**src/design/fdtd_pkg.sv**
```systemverilog
// Shared types, constants and address helper for the FDTD field update block.
package fdtd_pkg;

    // Grid capacity along each axis.
    localparam int MAX_X = 8;
    localparam int MAX_Y = 8;
    localparam int MAX_Z = 8;

    localparam int CELLS      = MAX_X * MAX_Y * MAX_Z;
    localparam int DEPTH      = 3 * CELLS;
    localparam int ADDR_W     = $clog2(DEPTH);
    localparam int X_W        = $clog2(MAX_X);
    localparam int Y_W        = $clog2(MAX_Y);
    localparam int Z_W        = $clog2(MAX_Z);
    localparam int XE_W       = $clog2(MAX_X + 1);
    localparam int DIM_W      = 8;
    localparam int DATA_W     = 32;
    localparam int NUM_STORES = 6;
    localparam int TGT_W      = 3;

    // Command codes.
    localparam logic [2:0] CMD_WRITE  = 3'd0;
    localparam logic [2:0] CMD_READ   = 3'd1;
    localparam logic [2:0] CMD_VSWEEP = 3'd2;
    localparam logic [2:0] CMD_CSWEEP = 3'd3;

    // Store (target) codes.
    localparam logic [TGT_W-1:0] TGT_VOLT = 3'd0;
    localparam logic [TGT_W-1:0] TGT_CURR = 3'd1;
    localparam logic [TGT_W-1:0] TGT_VV   = 3'd2;
    localparam logic [TGT_W-1:0] TGT_VI   = 3'd3;
    localparam logic [TGT_W-1:0] TGT_II   = 3'd4;
    localparam logic [TGT_W-1:0] TGT_IV   = 3'd5;

    // Component codes, also used as axis codes.
    localparam logic [1:0] COMP_X = 2'd0;
    localparam logic [1:0] COMP_Y = 2'd1;
    localparam logic [1:0] COMP_Z = 2'd2;

    // Status codes.
    localparam logic [1:0] ST_OK       = 2'd0;
    localparam logic [1:0] ST_BAD_ADDR = 2'd1;
    localparam logic [1:0] ST_CLIPPED  = 2'd2;

    // Job kinds handed from the front end to the engine.
    localparam logic [2:0] JOB_DONE   = 3'd0;
    localparam logic [2:0] JOB_WRITE  = 3'd1;
    localparam logic [2:0] JOB_READ   = 3'd2;
    localparam logic [2:0] JOB_VSWEEP = 3'd3;
    localparam logic [2:0] JOB_CSWEEP = 3'd4;

    // Configuration register indexes.
    localparam logic [1:0] REG_SIZE_X = 2'd0;
    localparam logic [1:0] REG_SIZE_Y = 2'd1;
    localparam logic [1:0] REG_SIZE_Z = 2'd2;

    typedef struct packed {
        logic [2:0]               cmd;
        logic [2:0]               target;
        logic [1:0]               component;
        logic [2:0]               cell_x;
        logic [2:0]               cell_y;
        logic [2:0]               cell_z;
        logic [3:0]               plane_count;
        logic signed [DATA_W-1:0] write_data;
    } t_in_item;

    typedef struct packed {
        logic signed [DATA_W-1:0] read_data;
        logic [1:0]               status;
    } t_out_item;

    typedef struct packed {
        logic [DIM_W-1:0] sx;
        logic [DIM_W-1:0] sy;
        logic [DIM_W-1:0] sz;
    } t_dims;

    typedef struct packed {
        logic [2:0]        kind;
        logic [TGT_W-1:0]  target;
        logic [1:0]        comp;
        logic [X_W-1:0]    x;
        logic [Y_W-1:0]    y;
        logic [Z_W-1:0]    z;
        logic [XE_W-1:0]   x_end;
        logic [DATA_W-1:0] wdata;
        logic [1:0]        status;
    } t_job;

    function automatic logic [ADDR_W-1:0] cell_addr(input logic [1:0] c,
                                                    input logic [X_W-1:0] x,
                                                    input logic [Y_W-1:0] y,
                                                    input logic [Z_W-1:0] z);
        int a;
        a = int'(c) * CELLS + (int'(x) * MAX_Y + int'(y)) * MAX_Z + int'(z);
        return ADDR_W'(a);
    endfunction

endpackage

```
**src/design/fdtd_front.sv**
```systemverilog
// Front end: classifies incoming commands and queues them for the engine.
module fdtd_front (
    input  logic              i_clk,
    input  logic              i_rst_n,
    input  fdtd_pkg::t_in_item i_item,
    input  logic              i_push,
    output logic              o_full,
    input  fdtd_pkg::t_dims   i_dims,
    input  logic              i_clearing,
    output fdtd_pkg::t_job    o_job,
    output logic              o_job_valid,
    input  logic              i_job_take
);

    localparam int Q_DEPTH = 2;
    localparam int Q_PTR_W = $clog2(Q_DEPTH);

    fdtd_pkg::t_job                r_q [Q_DEPTH];
    logic [Q_PTR_W-1:0]            r_wr_ptr;
    logic [Q_PTR_W-1:0]            r_rd_ptr;
    logic [Q_PTR_W:0]              r_count;
    fdtd_pkg::t_job                w_job;
    logic [fdtd_pkg::DIM_W-1:0]    w_limit;
    logic [fdtd_pkg::DIM_W-1:0]    w_x_end;
    logic [fdtd_pkg::DIM_W-1:0]    w_cx;
    logic                          w_in_range;
    logic                          w_accept;

    // Classify the command and clip sweep ranges against the grid in use.
    always_comb begin
        w_cx       = fdtd_pkg::DIM_W'(i_item.cell_x);
        w_in_range = (w_cx < i_dims.sx)
                  && (fdtd_pkg::DIM_W'(i_item.cell_y) < i_dims.sy)
                  && (fdtd_pkg::DIM_W'(i_item.cell_z) < i_dims.sz);
        w_limit    = (i_item.cmd == fdtd_pkg::CMD_VSWEEP) ? i_dims.sx : i_dims.sx - 1'b1;
        w_x_end    = w_cx + fdtd_pkg::DIM_W'(i_item.plane_count);
        w_job        = '0;
        w_job.target = i_item.target;
        w_job.comp   = i_item.component;
        w_job.x      = fdtd_pkg::X_W'(i_item.cell_x);
        w_job.y      = fdtd_pkg::Y_W'(i_item.cell_y);
        w_job.z      = fdtd_pkg::Z_W'(i_item.cell_z);
        w_job.wdata  = i_item.write_data;
        w_job.kind   = fdtd_pkg::JOB_DONE;
        w_job.status = fdtd_pkg::ST_OK;
        case (i_item.cmd)
            fdtd_pkg::CMD_WRITE, fdtd_pkg::CMD_READ: begin
                if (i_item.target > fdtd_pkg::TGT_IV || i_item.component > fdtd_pkg::COMP_Z
                        || !w_in_range) begin
                    w_job.status = fdtd_pkg::ST_BAD_ADDR;
                end else begin
                    w_job.kind = (i_item.cmd == fdtd_pkg::CMD_WRITE) ? fdtd_pkg::JOB_WRITE
                                                                      : fdtd_pkg::JOB_READ;
                end
            end
            fdtd_pkg::CMD_VSWEEP, fdtd_pkg::CMD_CSWEEP: begin
                if (w_x_end > w_limit) begin
                    w_x_end      = w_limit;
                    w_job.status = fdtd_pkg::ST_CLIPPED;
                end
                if (w_cx < w_x_end) begin
                    w_job.kind = (i_item.cmd == fdtd_pkg::CMD_VSWEEP) ? fdtd_pkg::JOB_VSWEEP
                                                                       : fdtd_pkg::JOB_CSWEEP;
                end
            end
            default: begin
                w_job.kind = fdtd_pkg::JOB_DONE;
            end
        endcase
        w_job.x_end = fdtd_pkg::XE_W'(w_x_end);
    end

    assign o_full      = (r_count == (Q_PTR_W + 1)'(Q_DEPTH)) || i_clearing;
    assign w_accept    = i_push && !o_full;
    assign o_job_valid = (r_count != '0);
    assign o_job       = r_q[r_rd_ptr];

    always_ff @(posedge i_clk) begin
        if (!i_rst_n) begin
            r_wr_ptr <= '0;
            r_rd_ptr <= '0;
            r_count  <= '0;
        end else begin
            if (w_accept) begin
                r_q[r_wr_ptr] <= w_job;
                r_wr_ptr      <= r_wr_ptr + 1'b1;
            end
            if (i_job_take) begin
                r_rd_ptr <= r_rd_ptr + 1'b1;
            end
            r_count <= r_count + (Q_PTR_W + 1)'(w_accept) - (Q_PTR_W + 1)'(i_job_take);
        end
    end

endmodule

```
**config.mk**
```make
export PLATFORM = sky130hd
export DESIGN_NAME = fdtd_front
export DESIGN_NICKNAME = d
export VERILOG_FILES = /design/src/design/fdtd_pkg.sv /design/src/design/fdtd_front.sv
export SDC_FILE = /design/constraint.sdc
export NUM_CORES = 1
export LEC_CHECK = 0
export BUFFER_PORTS_ARGS = -buffer_cell sky130_fd_sc_hd__clkbuf_2
export CAP_MARGIN = 10
export CORE_ASPECT_RATIO = 1.25
export CORE_UTILIZATION = 52
export DETAILED_ROUTE_END_ITERATION = 7
export GPL_TIMING_DRIVEN = 0
export PLACE_DENSITY = 0.85
export SLEW_MARGIN = 20
export SYNTH_ARGS = -nofsm -noshare
export SYNTH_HDL_FRONTEND = slang
export SYNTH_SLANG_ARGS = --single-unit
```
**constraint.sdc**
```tcl
create_clock -name i_clk -period 4 [get_ports i_clk]
set_clock_uncertainty 0.1 [all_clocks]
set_input_delay 0.4 -clock i_clk [delete_from_list [all_inputs] [get_ports i_clk]]
set_output_delay 0.4 -clock i_clk [all_outputs]
set_load 0.02 [all_outputs]
```
### Yosys cells after proc, flatten, opt, wreduce, memory -nomap -nowiden

Memory sizes are Yosys's and may differ from the RTL's. A register that Yosys moved wholly into a read port is not among the register bits.
Index checks and enable logic that the tools add are counted.

| operators by class | value |
|---|---|
| reduce and logical (&&, ||, !) cells | 12 |
| muxes and demuxes | 17 |
| add/subtract/negate cells | 6 |
| equality and inequality tests | 4 |
| order comparisons | 7 |

Operators by type and width:

| kind | number |
|---|---|
| < comparator 3 x 8 -> 1 bit | 4 |
| 2-to-1 mux 8 bit | 3 |
| > comparator 5 x 8 -> 1 bit | 1 |
| subtractor 8 x 1 -> 8 bit, second input constant | 1 |
| == test 3 x 2 -> 1 bit, second input constant | 2 |
| 2-to-1 mux 1 bit | 6 |
| 2-to-1 mux 2 bit | 3 |
| 2-to-1 mux 3 bit | 2 |
| case mux 3 bit (2 select lines) | 1 |
| adder 3 x 4 -> 5 bit | 1 |
| 2-to-1 mux 4 bit | 1 |
| case mux 2 bit (2 select lines) | 1 |
| OR reduction 2 bit | 2 |
| == test 3 x 1 -> 1 bit, second input constant | 1 |
| > comparator 3 bit, second input constant | 1 |
| logical AND 1 bit | 3 |
| logical NOT 3 bit | 1 |
| logical OR 1 bit | 3 |
| adder 1 bit, second input constant | 2 |
| adder 2 x 1 -> 2 bit | 1 |
| == test 2 bit, second input constant | 1 |
| > comparator 2 bit, second input constant | 1 |
| logical NOT 1 bit | 2 |
| nonzero test 2 bit | 1 |
| subtractor 2 x 1 -> 2 bit | 1 |

| word-level totals | value |
|---|---|
| bits of input ports | 82 |
| logic and storage cells | 50 |
| output and inout bits | 57 |
| memory bits (writable) | 110 |
| register bits | 4 |
| memories | 1 |

Memories:

| memory | words | bits a word | read ports | clocked after memory_dff | write ports | line | source |
|---|---|---|---|---|---|---|---|
| r_q | 2 | 55 | 1 | 1 | 1 | fdtd_front.sv:18 | `fdtd_pkg::t_job r_q [Q_DEPTH];` |

### Depth between registers and ports, before layout

| logic depth | value |
|---|---|
| depth after elaboration | 8 |
| mapped depth | 18 |
| mapped depth without buffers | 18 |

### Least setup slack after synthesis

No wires, ideal clock.

| timing | value |
|---|---|
| path kind | input port to flip-flop |
| from | input i_item[52] in the netlist's numbering |
| to | memory r_q[0][52] in the netlist's numbering, data pin |
| cell stages on the path | 16 |
| setup time | 0.265 ns |
| required time | 3.635 ns |
| slack | 0.359 ns |
| buffers on the path | 1 |
| arrival time | 3.276 ns |
| path through | or3b_1 buf_6 and4_4 xnor2_1 ha_1 and3_1 o21ai_0 a32oi_1 o311ai_4 nor2_1 a21oi_1 ha_1 nand2_1 a211o_1 a31oi_2 o2bb2ai_1 |

RTL lines:

| what | line | source |
|---|---|---|
| start: declaration | fdtd_front.sv:5 | `input fdtd_pkg::t_in_item i_item,` |
| end: declaration | fdtd_front.sv:18 |  |

==> results.sh <==
export IMPL_hold_buffers=0
export IMPL_synth_ff_type="edfxtp_1"
export IMPL_dp_cells=570
export IMPL_hold_path_startpoint="i_item[22]"
export IMPL_crit_type="in -> reg"
export IMPL_grt_first_pass_wirelength_um=15100
export IMPL_power_uw=3110
export IMPL_cts_root_buf="clkbuf_16"
export IMPL_grt_overflow_total=0
export IMPL_clk_latency_ns=0.39
export IMPL_timing_final_crit_share=0.940
export IMPL_gp_congestion=0.836
export IMPL_synth_top_area_frac=0.657
export IMPL_grt_pass1_vias=3307
export IMPL_synthArstFlopShare=0
export IMPL_instances_no_fill=601
export IMPL_dp_hpwl_um=6810
export IMPL_synth_distinct_cells=43
export IMPL_clock_fmax_ghz=0.266
export IMPL_arrival_ns=3.79
export IMPL_avgSynthCellArea_sq_um=16.4
export IMPL_slew_headroom=0.490
export IMPL_hp_class="in -> reg"
export IMPL_clkSinkCount=115
export IMPL_cp_start_kind="input pin"
export IMPL_diodes=0
export IMPL_drt_iter0_drc=121
export IMPL_setup_viol=0
export IMPL_critPathCaptureType="flop"
export IMPL_period_minus_slack_ns=3.76
export IMPL_yosys_top_cells_area="edfxtp_1, mux2_2, ha_1"
export IMPL_synth_seq_cells=115
export IMPL_setup_ws_ns=0.240
export IMPL_wl_um=9250
export IMPL_rr_startpoint="r_count[0]"
export IMPL_final_layout_size_suffix_gt1_frac=0.487
export IMPL_remaining_drc_errors=0
export IMPL_numCtsBuffers=17
export IMPL_avgViaCountPerCell=5.18
export IMPL_ios=139
export IMPL_place_area_sq_um=5940
export IMPL_dp_slack_ns=-0.157
export IMPL_fin_setup_tns_ns=0
export IMPL_area_growth_pct=28.5
export IMPL_clk_pin_slew_ns=0.05
export IMPL_die_w_um=90.0
export IMPL_dr_pass1_iters=4
export IMPL_ir_drop_mv=0.244
export IMPL_yosysSeqAreaShare=0.676
export IMPL_hold_viol_final=0
export IMPL_antenna_found_initial=0
export IMPL_worstPathRequired_ns=4.03
export IMPL_power_density_nw_per_um2=481
export IMPL_ys_warn_count=0
export IMPL_core_sq_um=9270
export IMPL_status="completed"
export IMPL_final_area_sq_um=6470
export IMPL_syn_area_sq_um=5030
export IMPL_nets=568
export IMPL_synth_top_area_cell="edfxtp_1"
export IMPL_start_util=0.543
export IMPL_final_antenna_net_count=0
export IMPL_dieHeight_um=112
export IMPL_maxSlewViolCount=0
export IMPL_synth_cells=307
export IMPL_path_max_fanout=10
export IMPL_cts_resized=0
export IMPL_wire_per_inst_um=15.4
export IMPL_synth_edf_count=110
export IMPL_syn_nets=409
export IMPL_postCtsSetupBuffers=0
export IMPL_die_area_sq_um=10100
export IMPL_leakagePower_uw=0.00258
export IMPL_rsz0062_at_grt="false"
export IMPL_vias=3116
export IMPL_io_buffers=138
export IMPL_worst_pin_slew_ns=0.765
export IMPL_clk_path_buf_depth=2
export IMPL_grt_max_degree=56
export IMPL_grt_util_all_layers=0.199
export IMPL_rows=39
export IMPL_cts_tree="built"
export IMPL_htreeDepth=4
export IMPL_cap_viol_max_count=0
export IMPL_startpoint="i_item[52]"
through the flow:
stage,hold slack [ns],utilization
6_report,0.0999,0.697
5_1_grt,0.0768,0.697
4_1_cts,0.0798,0.697
3_5_place_dp,0.488,0.641
3_3_place_gp,0.469,0.634
2_1_floorplan,0.399,-
worst max-delay path, stage by stage:
cell and delay, ns:
clkbuf_2 0.13, or3b_1 0.40, buf_6 0.15, and4_4 0.21
xnor2_1 0.25, ha_1 0.30, and3_1 0.20, a32oi_1 0.32
o311ai_4 0.23, mux2i_1 0.18, ha_1 0.32, nand2_1 0.07
a211o_1 0.28, a31oi_2 0.23, o2bb2ai_1 0.12
final cells by class:
class                      instances  area, sq um
clock buffer                      17          425
buffer                             7         33.8
multi-input combinational        168         1540
timing repair buffer             140          746
clock inverter                    14         97.6
tap                              123          154
fill                             627         2810
inverter                          17         63.8
sequential                       115         3400
power breakdown:
part	internal, uW	switching, uW
combinational	189	243
clock	828	460
sequential	1370	13.5
total	2390	716
cell families after synthesis:
kind of cell,count (synthesis),synth area share
AOI/OAI and AO/OA,30,0.0418
xor gates and xnor gates,10,0.0174
adders and majority gates,20,0.0512
buffers and inverters,24,0.0194
DFF,115,0.676
muxes,58,0.130
and+or+nand+nor,50,0.0634
per-layer routing:
| layer | up-vias | track usage | share of wire |
|---|---|---|---|
| li1 | 1494 | - | - |
| met1 | 1509 | 0.193 | 0.37 |
| met2 | 97 | 0.376 | 0.56 |
| met3 | 16 | 0.0690 | 0.050 |
| met4 | 0 | 0.0892 | 0.021 |
| met5 | - | 0 | 0 |
synth_stat cells (all sizes together), types with 2 or more instances:
cell type	number
nor2	9
o21ai	4
nor3	5
inv	17
a21oi	14
o2bb2ai	2
xor2	4
a21o	4
clkbuf	6
nor3b	2
and3	3
nor4	3
nand2b	5
mux2	57
nor2b	2
and2	6
dfxtp	5
edfxtp	110
xnor2	6
ha	19
or4	2
nand2	6
sequential cells by signal, summed over array words and instances (netlist names), named ones only:
register / cells
r_q: 110
r_count: 2
r_rd_ptr: 1
r_wr_ptr: 1
final timing paths:
path / to / slack (ns) / cells past startpoint
max: r_q[1][52] / 0.24 / 15
min: r_q[1][24] / 0.1 / 1
max reg2reg: r_q[0][43] / 1.93 / 6
min reg2reg: r_rd_ptr / 0.49 / 2
layout by cell type, fill, tap and decap left out, types with 8 or more instances in the layout:
cell type and count:
a21oi_1 14, clkbuf_16 17, clkbuf_2 138, edfxtp_1 110, ha_1 19, inv_1 17
mux2_2 55, nor2_1 8
No activity file was read; power rests on OpenSTA's default activity.
